## config.mk

```make
export PLATFORM = sky130hd
export DESIGN_NAME = class_constant_pool_parser
export DESIGN_NICKNAME = d
export VERILOG_FILES = /design/src/hdl/ccpp_pkg.sv /design/src/hdl/ccpp_parser.sv /design/src/hdl/ccpp_out_buf.sv /design/src/hdl/class_constant_pool_parser.sv
export SDC_FILE = /design/constraint.sdc
export NUM_CORES = 1
export LEC_CHECK = 0
export BUFFER_PORTS_ARGS = -buffer_cell sky130_fd_sc_hd__buf_4
export CAP_MARGIN = 5
export CORE_UTILIZATION = 55
export CTS_CLUSTER_SIZE = 30
export DETAILED_ROUTE_END_ITERATION = 8
export PLACE_DENSITY = 0.79
export SLEW_MARGIN = 30
export SYNTH_ARGS = -nofsm -noshare
export SYNTH_HDL_FRONTEND = slang
export SYNTH_SLANG_ARGS = --single-unit
```

## constraint.sdc

```tcl
create_clock -name clock -period 21.9 [get_ports clock]
set_input_delay 4.38 -clock clock [delete_from_list [all_inputs] [get_ports clock]]
set_output_delay 4.38 -clock clock [all_outputs]
set_load 0.01 [all_outputs]
```

## src/hdl/ccpp_pkg.sv

```systemverilog
// ----------------------------------------------------------------------------
// ccpp_pkg
// Shared types and codes for the constant pool parser.
// ----------------------------------------------------------------------------
package ccpp_pkg;

   // parse phases
   typedef enum logic [3:0] {
      PH_IDLE     = 4'd0,
      PH_COUNT_LO = 4'd1,
      PH_TAG      = 4'd2,
      PH_LEN_HI   = 4'd3,
      PH_LEN_LO   = 4'd4,
      PH_TEXT     = 4'd5,
      PH_INT      = 4'd6,
      PH_REF1_HI  = 4'd7,
      PH_REF1_LO  = 4'd8,
      PH_REF2_HI  = 4'd9,
      PH_REF2_LO  = 4'd10,
      PH_HALTED   = 4'd11
   } phase_type;

   // entry kinds as reported on entry_kind
   typedef enum logic [2:0] {
      KIND_UTF8      = 3'd0,
      KIND_INTEGER   = 3'd1,
      KIND_STRING    = 3'd2,
      KIND_CLASS     = 3'd3,
      KIND_FIELDREF  = 3'd4,
      KIND_METHODREF = 3'd5,
      KIND_NAME_TYPE = 3'd6
   } kind_type;

   // tag byte codes of the class file format
   localparam logic [7:0] TAG_UTF8      = 8'd1;
   localparam logic [7:0] TAG_INTEGER   = 8'd3;
   localparam logic [7:0] TAG_CLASS     = 8'd7;
   localparam logic [7:0] TAG_STRING    = 8'd8;
   localparam logic [7:0] TAG_FIELDREF  = 8'd9;
   localparam logic [7:0] TAG_METHODREF = 8'd10;
   localparam logic [7:0] TAG_NAME_TYPE = 8'd12;

   localparam logic [2:0]  INT_BYTES = 3'd4;
   localparam logic [31:0] COUNT_MAX = 32'hFFFF_FFFF;

   // one result
   typedef struct packed {
      logic [15:0] entry_number;
      logic [2:0]  entry_kind;
      logic [15:0] first_reference;
      logic [15:0] second_reference;
      logic [31:0] integer_value;
      logic [7:0]  text_byte;
      logic        text_valid;
      logic        entry_done;
      logic        pool_done;
      logic [31:0] pool_byte_count;
      logic        error_code;
   } result_type;

endpackage

```

## src/hdl/ccpp_parser.sv

```systemverilog
// ----------------------------------------------------------------------------
// ccpp_parser
// Byte-at-a-time parse state and result generation for one accepted request.
// ----------------------------------------------------------------------------
module ccpp_parser (
   input  logic                   clock,
   input  logic                   reset,
   input  logic                   in_fire,
   input  logic [7:0]             in_byte,
   input  logic                   in_start,
   output logic                   res_valid,
   output ccpp_pkg::result_type   res
);

   ccpp_pkg::phase_type phase_ff, phase_in;
   logic [15:0] total_ff, total_in;
   logic [15:0] entry_ff, entry_in;
   logic [15:0] remain_ff, remain_in;
   logic [31:0] shift_ff, shift_in;
   logic [15:0] held_ff, held_in;
   ccpp_pkg::kind_type kind_ff, kind_in;
   logic [31:0] consumed_ff, consumed_in;

   logic [31:0] consumed_inc;
   logic [15:0] word16;
   logic [15:0] remain_dec;
   logic        last_entry;
   logic        active;

   assign active       = (phase_ff != ccpp_pkg::PH_IDLE) && (phase_ff != ccpp_pkg::PH_HALTED);
   assign consumed_inc = (consumed_ff == ccpp_pkg::COUNT_MAX) ? consumed_ff
                                                              : consumed_ff + 32'd1;
   assign word16       = {shift_ff[7:0], in_byte};
   assign remain_dec   = remain_ff - 16'd1;
   assign last_entry   = ({1'b0, entry_ff} + 17'd1) >= {1'b0, total_ff};

   // next state
   always_comb begin
      phase_in    = phase_ff;
      total_in    = total_ff;
      entry_in    = entry_ff;
      remain_in   = remain_ff;
      shift_in    = shift_ff;
      held_in     = held_ff;
      kind_in     = kind_ff;
      consumed_in = consumed_ff;
      if (in_fire && in_start) begin
         phase_in    = ccpp_pkg::PH_COUNT_LO;
         shift_in    = {24'd0, in_byte};
         consumed_in = 32'd1;
         total_in    = '0;
         entry_in    = '0;
         remain_in   = '0;
         held_in     = '0;
         kind_in     = ccpp_pkg::KIND_UTF8;
      end else if (in_fire && active) begin
         consumed_in = consumed_inc;
         unique case (phase_ff)
            ccpp_pkg::PH_COUNT_LO: begin
               total_in = word16;
               shift_in = '0;
               if (word16 <= 16'd1) begin
                  phase_in = ccpp_pkg::PH_IDLE;
               end else begin
                  entry_in = 16'd1;
                  phase_in = ccpp_pkg::PH_TAG;
               end
            end
            ccpp_pkg::PH_TAG: begin
               shift_in = '0;
               held_in  = '0;
               unique case (in_byte)
                  ccpp_pkg::TAG_UTF8: begin
                     kind_in  = ccpp_pkg::KIND_UTF8;
                     phase_in = ccpp_pkg::PH_LEN_HI;
                  end
                  ccpp_pkg::TAG_INTEGER: begin
                     kind_in   = ccpp_pkg::KIND_INTEGER;
                     remain_in = {13'd0, ccpp_pkg::INT_BYTES};
                     phase_in  = ccpp_pkg::PH_INT;
                  end
                  ccpp_pkg::TAG_STRING: begin
                     kind_in  = ccpp_pkg::KIND_STRING;
                     phase_in = ccpp_pkg::PH_REF1_HI;
                  end
                  ccpp_pkg::TAG_CLASS: begin
                     kind_in  = ccpp_pkg::KIND_CLASS;
                     phase_in = ccpp_pkg::PH_REF1_HI;
                  end
                  ccpp_pkg::TAG_FIELDREF: begin
                     kind_in  = ccpp_pkg::KIND_FIELDREF;
                     phase_in = ccpp_pkg::PH_REF1_HI;
                  end
                  ccpp_pkg::TAG_METHODREF: begin
                     kind_in  = ccpp_pkg::KIND_METHODREF;
                     phase_in = ccpp_pkg::PH_REF1_HI;
                  end
                  ccpp_pkg::TAG_NAME_TYPE: begin
                     kind_in  = ccpp_pkg::KIND_NAME_TYPE;
                     phase_in = ccpp_pkg::PH_REF1_HI;
                  end
                  default: begin
                     kind_in  = ccpp_pkg::KIND_UTF8;
                     phase_in = ccpp_pkg::PH_HALTED;
                  end
               endcase
            end
            ccpp_pkg::PH_LEN_HI, ccpp_pkg::PH_REF1_HI, ccpp_pkg::PH_REF2_HI: begin
               shift_in = {24'd0, in_byte};
               unique case (phase_ff)
                  ccpp_pkg::PH_LEN_HI:  phase_in = ccpp_pkg::PH_LEN_LO;
                  ccpp_pkg::PH_REF1_HI: phase_in = ccpp_pkg::PH_REF1_LO;
                  default:              phase_in = ccpp_pkg::PH_REF2_LO;
               endcase
            end
            ccpp_pkg::PH_LEN_LO: begin
               remain_in = word16;
               shift_in  = '0;
               if (word16 != 16'd0) begin
                  phase_in = ccpp_pkg::PH_TEXT;
               end
            end
            ccpp_pkg::PH_TEXT: begin
               remain_in = remain_dec;
            end
            ccpp_pkg::PH_INT: begin
               shift_in  = {shift_ff[23:0], in_byte};
               remain_in = remain_dec;
            end
            ccpp_pkg::PH_REF1_LO: begin
               held_in  = word16;
               shift_in = '0;
               if (kind_ff != ccpp_pkg::KIND_STRING && kind_ff != ccpp_pkg::KIND_CLASS) begin
                  phase_in = ccpp_pkg::PH_REF2_HI;
               end
            end
            default: ;  // PH_REF2_LO: only completes the entry
         endcase
         // entry completion moves on to the next tag or back to idle
         if (res_valid && res.entry_done) begin
            if (last_entry) begin
               phase_in = ccpp_pkg::PH_IDLE;
            end else begin
               entry_in = entry_ff + 16'd1;
               phase_in = ccpp_pkg::PH_TAG;
            end
         end
      end
   end

   // result
   always_comb begin
      res       = '0;
      res_valid = 1'b0;
      if (in_fire && !in_start && active) begin
         unique case (phase_ff)
            ccpp_pkg::PH_COUNT_LO: begin
               if (word16 <= 16'd1) begin
                  res_valid           = 1'b1;
                  res.pool_done       = 1'b1;
                  res.pool_byte_count = consumed_inc;
               end
            end
            ccpp_pkg::PH_TAG: begin
               if (in_byte != ccpp_pkg::TAG_UTF8 && in_byte != ccpp_pkg::TAG_INTEGER &&
                   in_byte != ccpp_pkg::TAG_STRING && in_byte != ccpp_pkg::TAG_CLASS &&
                   in_byte != ccpp_pkg::TAG_FIELDREF && in_byte != ccpp_pkg::TAG_METHODREF &&
                   in_byte != ccpp_pkg::TAG_NAME_TYPE) begin
                  res_valid        = 1'b1;
                  res.entry_number = entry_ff;
                  res.error_code   = 1'b1;
               end
            end
            ccpp_pkg::PH_LEN_LO: begin
               res.entry_done = 1'b1;
               res_valid      = (word16 == 16'd0);
            end
            ccpp_pkg::PH_TEXT: begin
               res_valid      = 1'b1;
               res.text_byte  = in_byte;
               res.text_valid = 1'b1;
               res.entry_done = (remain_dec == 16'd0);
            end
            ccpp_pkg::PH_INT: begin
               res.integer_value = {shift_ff[23:0], in_byte};
               res.entry_done    = 1'b1;
               res_valid         = (remain_dec == 16'd0);
            end
            ccpp_pkg::PH_REF1_LO: begin
               res.first_reference = word16;
               res.entry_done      = 1'b1;
               res_valid = (kind_ff == ccpp_pkg::KIND_STRING) || (kind_ff == ccpp_pkg::KIND_CLASS);
            end
            ccpp_pkg::PH_REF2_LO: begin
               res.first_reference  = held_ff;
               res.second_reference = word16;
               res.entry_done       = 1'b1;
               res_valid            = 1'b1;
            end
            default: ;
         endcase
         if (res_valid && res.entry_done) begin
            res.entry_number = entry_ff;
            res.entry_kind   = kind_ff;
            res.pool_done    = last_entry;
            res.pool_byte_count = last_entry ? consumed_inc : 32'd0;
         end else if (res_valid && res.text_valid) begin
            res.entry_number = entry_ff;
            res.entry_kind   = kind_ff;
         end
         if (!res_valid) begin
            res = '0;
         end
      end
   end

   always_ff @(posedge clock) begin
      if (reset) begin
         phase_ff    <= ccpp_pkg::PH_IDLE;
         total_ff    <= '0;
         entry_ff    <= '0;
         remain_ff   <= '0;
         shift_ff    <= '0;
         held_ff     <= '0;
         kind_ff     <= ccpp_pkg::KIND_UTF8;
         consumed_ff <= '0;
      end else begin
         phase_ff    <= phase_in;
         total_ff    <= total_in;
         entry_ff    <= entry_in;
         remain_ff   <= remain_in;
         shift_ff    <= shift_in;
         held_ff     <= held_in;
         kind_ff     <= kind_in;
         consumed_ff <= consumed_in;
      end
   end

endmodule

```

## src/hdl/ccpp_out_buf.sv

```systemverilog
// ----------------------------------------------------------------------------
// ccpp_out_buf
// Two-entry result register with skid slot; ready is decoded from the registered count.
// ----------------------------------------------------------------------------
module ccpp_out_buf (
   input  logic                   clock,
   input  logic                   reset,
   input  logic                   push,
   input  ccpp_pkg::result_type   push_data,
   output logic                   can_take,
   output logic                   out_valid,
   input  logic                   out_ready,
   output ccpp_pkg::result_type   out_data
);

   logic [1:0] count_ff, count_in;
   ccpp_pkg::result_type slot0_ff, slot0_in;
   ccpp_pkg::result_type slot1_ff, slot1_in;
   logic pop;

   assign out_valid = (count_ff != 2'd0);
   assign out_data  = slot0_ff;
   assign can_take  = (count_ff != 2'd2);
   assign pop       = out_valid && out_ready;

   always_comb begin
      slot0_in = slot0_ff;
      slot1_in = slot1_ff;
      count_in = count_ff + {1'b0, push} - {1'b0, pop};
      unique case (count_ff)
         2'd0: begin
            if (push) slot0_in = push_data;
         end
         2'd1: begin
            if (push && pop) slot0_in = push_data;
            else if (push)   slot1_in = push_data;
         end
         default: begin
            if (pop) begin
               slot0_in = slot1_ff;
               if (push) slot1_in = push_data;
            end
         end
      endcase
   end

   always_ff @(posedge clock) begin
      if (reset) begin
         count_ff <= '0;
      end else begin
         count_ff <= count_in;
      end
   end

   always_ff @(posedge clock) begin
      slot0_ff <= slot0_in;
      slot1_ff <= slot1_in;
   end

endmodule

```

## src/hdl/class_constant_pool_parser.sv

```systemverilog
// ----------------------------------------------------------------------------
// class_constant_pool_parser
// Streaming parser for a class-file constant pool, one byte per request.
// ----------------------------------------------------------------------------
// Usage:
//   Request channel (req_valid/req_ready): one pool byte per request, with
//   req_start_pool set on the first of the two big-endian count bytes.
//   Response channel (rsp_valid/rsp_ready): one response per text byte of a
//   utf8 entry, one per completed non-text entry, one on an unsupported tag
//   (then bytes are dropped until the next start), one for an empty pool.
//   rsp_pool_done with rsp_pool_byte_count marks the end of the pool; the
//   count includes the two count bytes and saturates at all ones.
// Timing: the response to a request is registered in the response buffer.
// Throughput: one byte per cycle while req_ready is high; parse state and
//   response are computed combinationally from the state registers.
// Stall: the response side has a two-entry buffer; requests keep being taken
//   while a response waits, until both entries hold, then req_ready drops.
// Reset: synchronous; the parser returns to idle, waiting for a start byte,
//   and the response buffer empties.
// ----------------------------------------------------------------------------
module class_constant_pool_parser (
   input  logic        clock,
   input  logic        reset,
   input  logic        req_valid,
   output logic        req_ready,
   input  logic [7:0]  req_data_byte,
   input  logic        req_start_pool,
   output logic        rsp_valid,
   input  logic        rsp_ready,
   output logic [15:0] rsp_entry_number,
   output logic [2:0]  rsp_entry_kind,
   output logic [15:0] rsp_first_reference,
   output logic [15:0] rsp_second_reference,
   output logic signed [31:0] rsp_integer_value,
   output logic [7:0]  rsp_text_byte,
   output logic        rsp_text_valid,
   output logic        rsp_entry_done,
   output logic        rsp_pool_done,
   output logic [31:0] rsp_pool_byte_count,
   output logic        rsp_error_code
);

   logic                 req_fire;
   logic                 res_valid;
   ccpp_pkg::result_type res;
   ccpp_pkg::result_type rsp;

   // request taken whenever the response buffer has a free entry
   assign req_fire = req_valid && req_ready;

   ccpp_parser u_parser (
      .clock     (clock),
      .reset     (reset),
      .in_fire   (req_fire),
      .in_byte   (req_data_byte),
      .in_start  (req_start_pool),
      .res_valid (res_valid),
      .res       (res)
   );

   ccpp_out_buf u_out_buf (
      .clock     (clock),
      .reset     (reset),
      .push      (res_valid),
      .push_data (res),
      .can_take  (req_ready),
      .out_valid (rsp_valid),
      .out_ready (rsp_ready),
      .out_data  (rsp)
   );

   assign rsp_entry_number     = rsp.entry_number;
   assign rsp_entry_kind       = rsp.entry_kind;
   assign rsp_first_reference  = rsp.first_reference;
   assign rsp_second_reference = rsp.second_reference;
   assign rsp_integer_value    = signed'(rsp.integer_value);
   assign rsp_text_byte        = rsp.text_byte;
   assign rsp_text_valid       = rsp.text_valid;
   assign rsp_entry_done       = rsp.entry_done;
   assign rsp_pool_done        = rsp.pool_done;
   assign rsp_pool_byte_count  = rsp.pool_byte_count;
   assign rsp_error_code       = rsp.error_code;

endmodule

```

==> out/metrics.csv <==
metric,value,unit
vias,12510,
port_buffers,141,
vias_per_cell,5.911,
placed_cells,2044,
clockBufferDepth,3,
grt_usage,23.93,%
synth_edf_count,254,
power,1.640,mW
fin_cells,2116,
drtIter0Drc,1013,
drc,0,
final.setup.tns,0,ns
r2r_end,u_out_buf.slot1_ff[23]$_DFFE_PP_,
dominantRegCellSynth,edfxtp_1,
ys_warn_count,0,
r2r_start,u_parser.remain_ff[0]$_SDFFE_PP0P_,
grt_pass1_vias,12030,
slowest_stage,buf_4,
min_period,9.048,ns
fmax,110.5,MHz
setup_slack,12.85,ns
core.rowCount,65,
drtPass1Iterations,5,
clkTransAtPathRegs,0.06,ns
cts_tree,yes,
ir_drop,0.07066,mV
hold_violations,0,
cp_cell_sequence,"buf_4, nor4_2, a21oi_1, o31ai_1, and2_2, buf_4, inv_1, ha_1, nor2b_1, nand2b_1, a21oi_4, buf_4, buf_4",
antenna_left,0,
maxSlewHeadroom,37.32,%
wirelength,39.45,mm
antenna_found_initial,0,
start_util,55.96,%
fin_crit_sh,41.32,%
path_delay_family,buffers and inverters,
cts_setup_buffers,0,
finish.net_count,1719,
ff2ff_path_depth,15,
path_max_fanout,80,
power.density,81.49,mW/mm^2
p_leak,7.018,nW
cts_hold_buffers,0,
cp-end-kind,flop,
criticalPathCategory,in -> reg,
numCtsBuffers,39,
min_path_cells,2,
cap_violations,0,
synth_cell_type_count,71,
hold_start,u_parser.shift_ff[17]$_SDFFE_PP0P_,
synth_nets,1643,
gp_congestion,0.9179,
avgSynthCellArea,10.99,sq um
cp-start-kind,primary input,
drive_gt1_share,17.15,%
root_buffer,clkbuf_16,
wl_per_cell,18.64,um
clock_sinks,383,
critPathMaxStageDelay,0.74,ns
grt_pass1_wl,63.18,mm
die_w,181.2,um
async_flop_share,0,%
ys_ff_latch,383,
synthToLayoutAreaGrowth,14.00,%
diodes,0,
syn_area,0.01766,sq mm
die_area,0.03282,sq mm
finalSetupViolCount,0,
grt_max_degree,96,
syn_inst,1607,
skew,0.02680,ns
pin_count,142,
final_util,63.79,%
min_path_type,reg -> reg,
core,0.03156,sq mm
cts-resized-gates,0,
hold_path_end,u_parser.shift_ff[17]$_SDFFE_PP0P_,
crit_buf_inv,5,
pre_cts_ws,11.98,ns
grt_remaining_overflow,0,
status,"finished, final reports clean",
slew_viol_final,0,
dp_hpwl,25.40,mm
ys_seq_area_share,57.82,%
reg2reg_slack,16.09,ns
clk_latency,0.53,ns
cp.arrival,9.19,ns
fp.dieH,181.2,um
worst_slew_pin_slew,0.9351,ns
htree_levels,2,
grt_setup_unrepaired,false,
required,22.05,ns
cpMostUsedCell,buf_4,
[power by group]
part           internal [mW]  leakage [nW]  total [mW]  switching, mW
logic                 0.0688          2.83       0.180          0.111
clock network          0.351         0.565       0.617          0.267
registers              0.818          3.62       0.843         0.0256
[per-layer routing]
metal | vias to the layer above | global-route usage, % | part of all wire, %
met5 | - | 0 | 0
met4 | 0 | 7.322 | 2.4
met3 | 77 | 2.963 | 5.3
met2 | 397 | 40.42 | 48
met1 | 6049 | 32.23 | 44
li1 | 5984 | - | -
[synth_stat cells (all sizes together), types with 3 or more instances]
cell type / number / area, sq um
a22oi: 49 / 367.9
nor3b: 5 / 37.54
and4: 4 / 35.03
ha: 23 / 287.8
edfxtp: 254 / 7627
a21o: 5 / 37.54
o21bai: 4 / 30.03
o41ai: 32 / 280.3
mux2i: 33 / 330.3
and2: 38 / 237.7
a22o: 3 / 26.28
a221oi: 5 / 43.79
nor2: 210 / 788.3
buf: 25 / 138.9
xnor2: 46 / 402.9
dfxtp: 129 / 2582
or2: 10 / 62.56
or3: 12 / 75.07
o31ai: 61 / 633.1
or4b: 4 / 43.79
o21ai: 28 / 140.1
inv: 57 / 214.0
clkbuf: 100 / 375.4
nand3: 25 / 125.1
nand4: 18 / 112.6
o32ai: 4 / 35.03
nor4: 9 / 56.30
xor2: 35 / 306.5
a211oi: 8 / 65.06
nand2: 144 / 540.5
o211ai: 4 / 30.03
a32o: 12 / 120.1
and3: 16 / 100.1
nor3: 61 / 305.3
nor2b: 8 / 50.05
a21oi: 35 / 175.2
a31oi: 9 / 56.30
a21bo: 4 / 40.04
mux2: 36 / 405.4
nand2b: 13 / 81.33
[area by class of cell]
cell class / instances / area [sq um]
Clock buffer: 57 / 1064
Clock inverter: 15 / 110.1
Fill cell: 2496 / 11430
Inverter: 57 / 214.0
Multi-Input combinational cell: 1042 / 6795
Sequential cell: 383 / 10210
Tap cell: 402 / 503.0
Timing Repair Buffer: 160 / 1229
[how the worst max path moves through the flow]
stage	slack, ns	start	end	depth (start not counted)
floorplan	5.05	req_data_byte[6]	u_out_buf.out_data[0]$_DFFE_PP_	13
global placement	11.82	req_data_byte[4]	u_out_buf.slot1_ff[15]$_DFFE_PP_	13
detailed placement	11.98	req_data_byte[4]	u_out_buf.slot1_ff[15]$_DFFE_PP_	13
CTS	12.53	req_data_byte[4]	u_out_buf.slot1_ff[21]$_DFFE_PP_	13
global route	12.52	req_data_byte[4]	u_out_buf.slot1_ff[21]$_DFFE_PP_	13
finish	12.85	req_data_byte[4]	u_out_buf.slot1_ff[23]$_DFFE_PP_	13
[stage by stage]
step	hold WS, ns	area, sq um
2_1_floorplan	0.4355	17660
3_3_place_gp	0.4681	18900
3_5_place_dp	0.4775	18930
4_1_cts	0.4946	20110
5_1_grt	0.5157	20130
6_report	0.4861	20130
[kinds of logic after synthesis]
kind of cell	count (synthesis)	share of synthesized area [%]
and+or+nand+nor	588	15.59
DFF	383	57.82
AOI/OAI and AO/OA	281	12.65
buffers and inverters	182	4.124
xor gates and xnor gates	81	4.018
muxes	69	4.167
adders and majority gates	23	1.630
[worst reg2reg max path: stages, from the launching register on]
cell      delay, ns
dfxtp_1        0.48
inv_1          0.10
ha_1           0.33
nor4bb_1       0.17
and3_1         0.20
o311ai_1       0.56
or4b_1         0.25
and2_2         0.14
buf_4          0.62
inv_1          0.14
ha_1           0.21
nor2b_1        0.24
nand2b_1       0.14
a21oi_4        0.50
buf_4          0.55
buf_4          0.76
[placed cells by master (no fill, tap or decap), drive strengths merged, types with 38 or more instances in the layout]
cell type	instances
a22oi	49
and2	38
buf	160
clkbuf	57
dfxtp	129
edfxtp	254
inv	60
nand2	144
nor2	210
nor3	61
o31ai	61
xnor2	46
[sequential cells by signal, indices dropped and copies added (netlist names)]
register	flops
u_parser.consumed_ff	32
u_parser.held_ff	16
u_parser.phase_ff	4
u_parser.shift_ff	24
u_parser.remain_ff	16
u_out_buf.out_data	127
u_parser.entry_ff	16
u_out_buf.count_ff	2
u_out_buf.slot1_ff	127
u_parser.kind_ff	3
u_parser.total_ff	16
(Power assumes the default switching activity.)
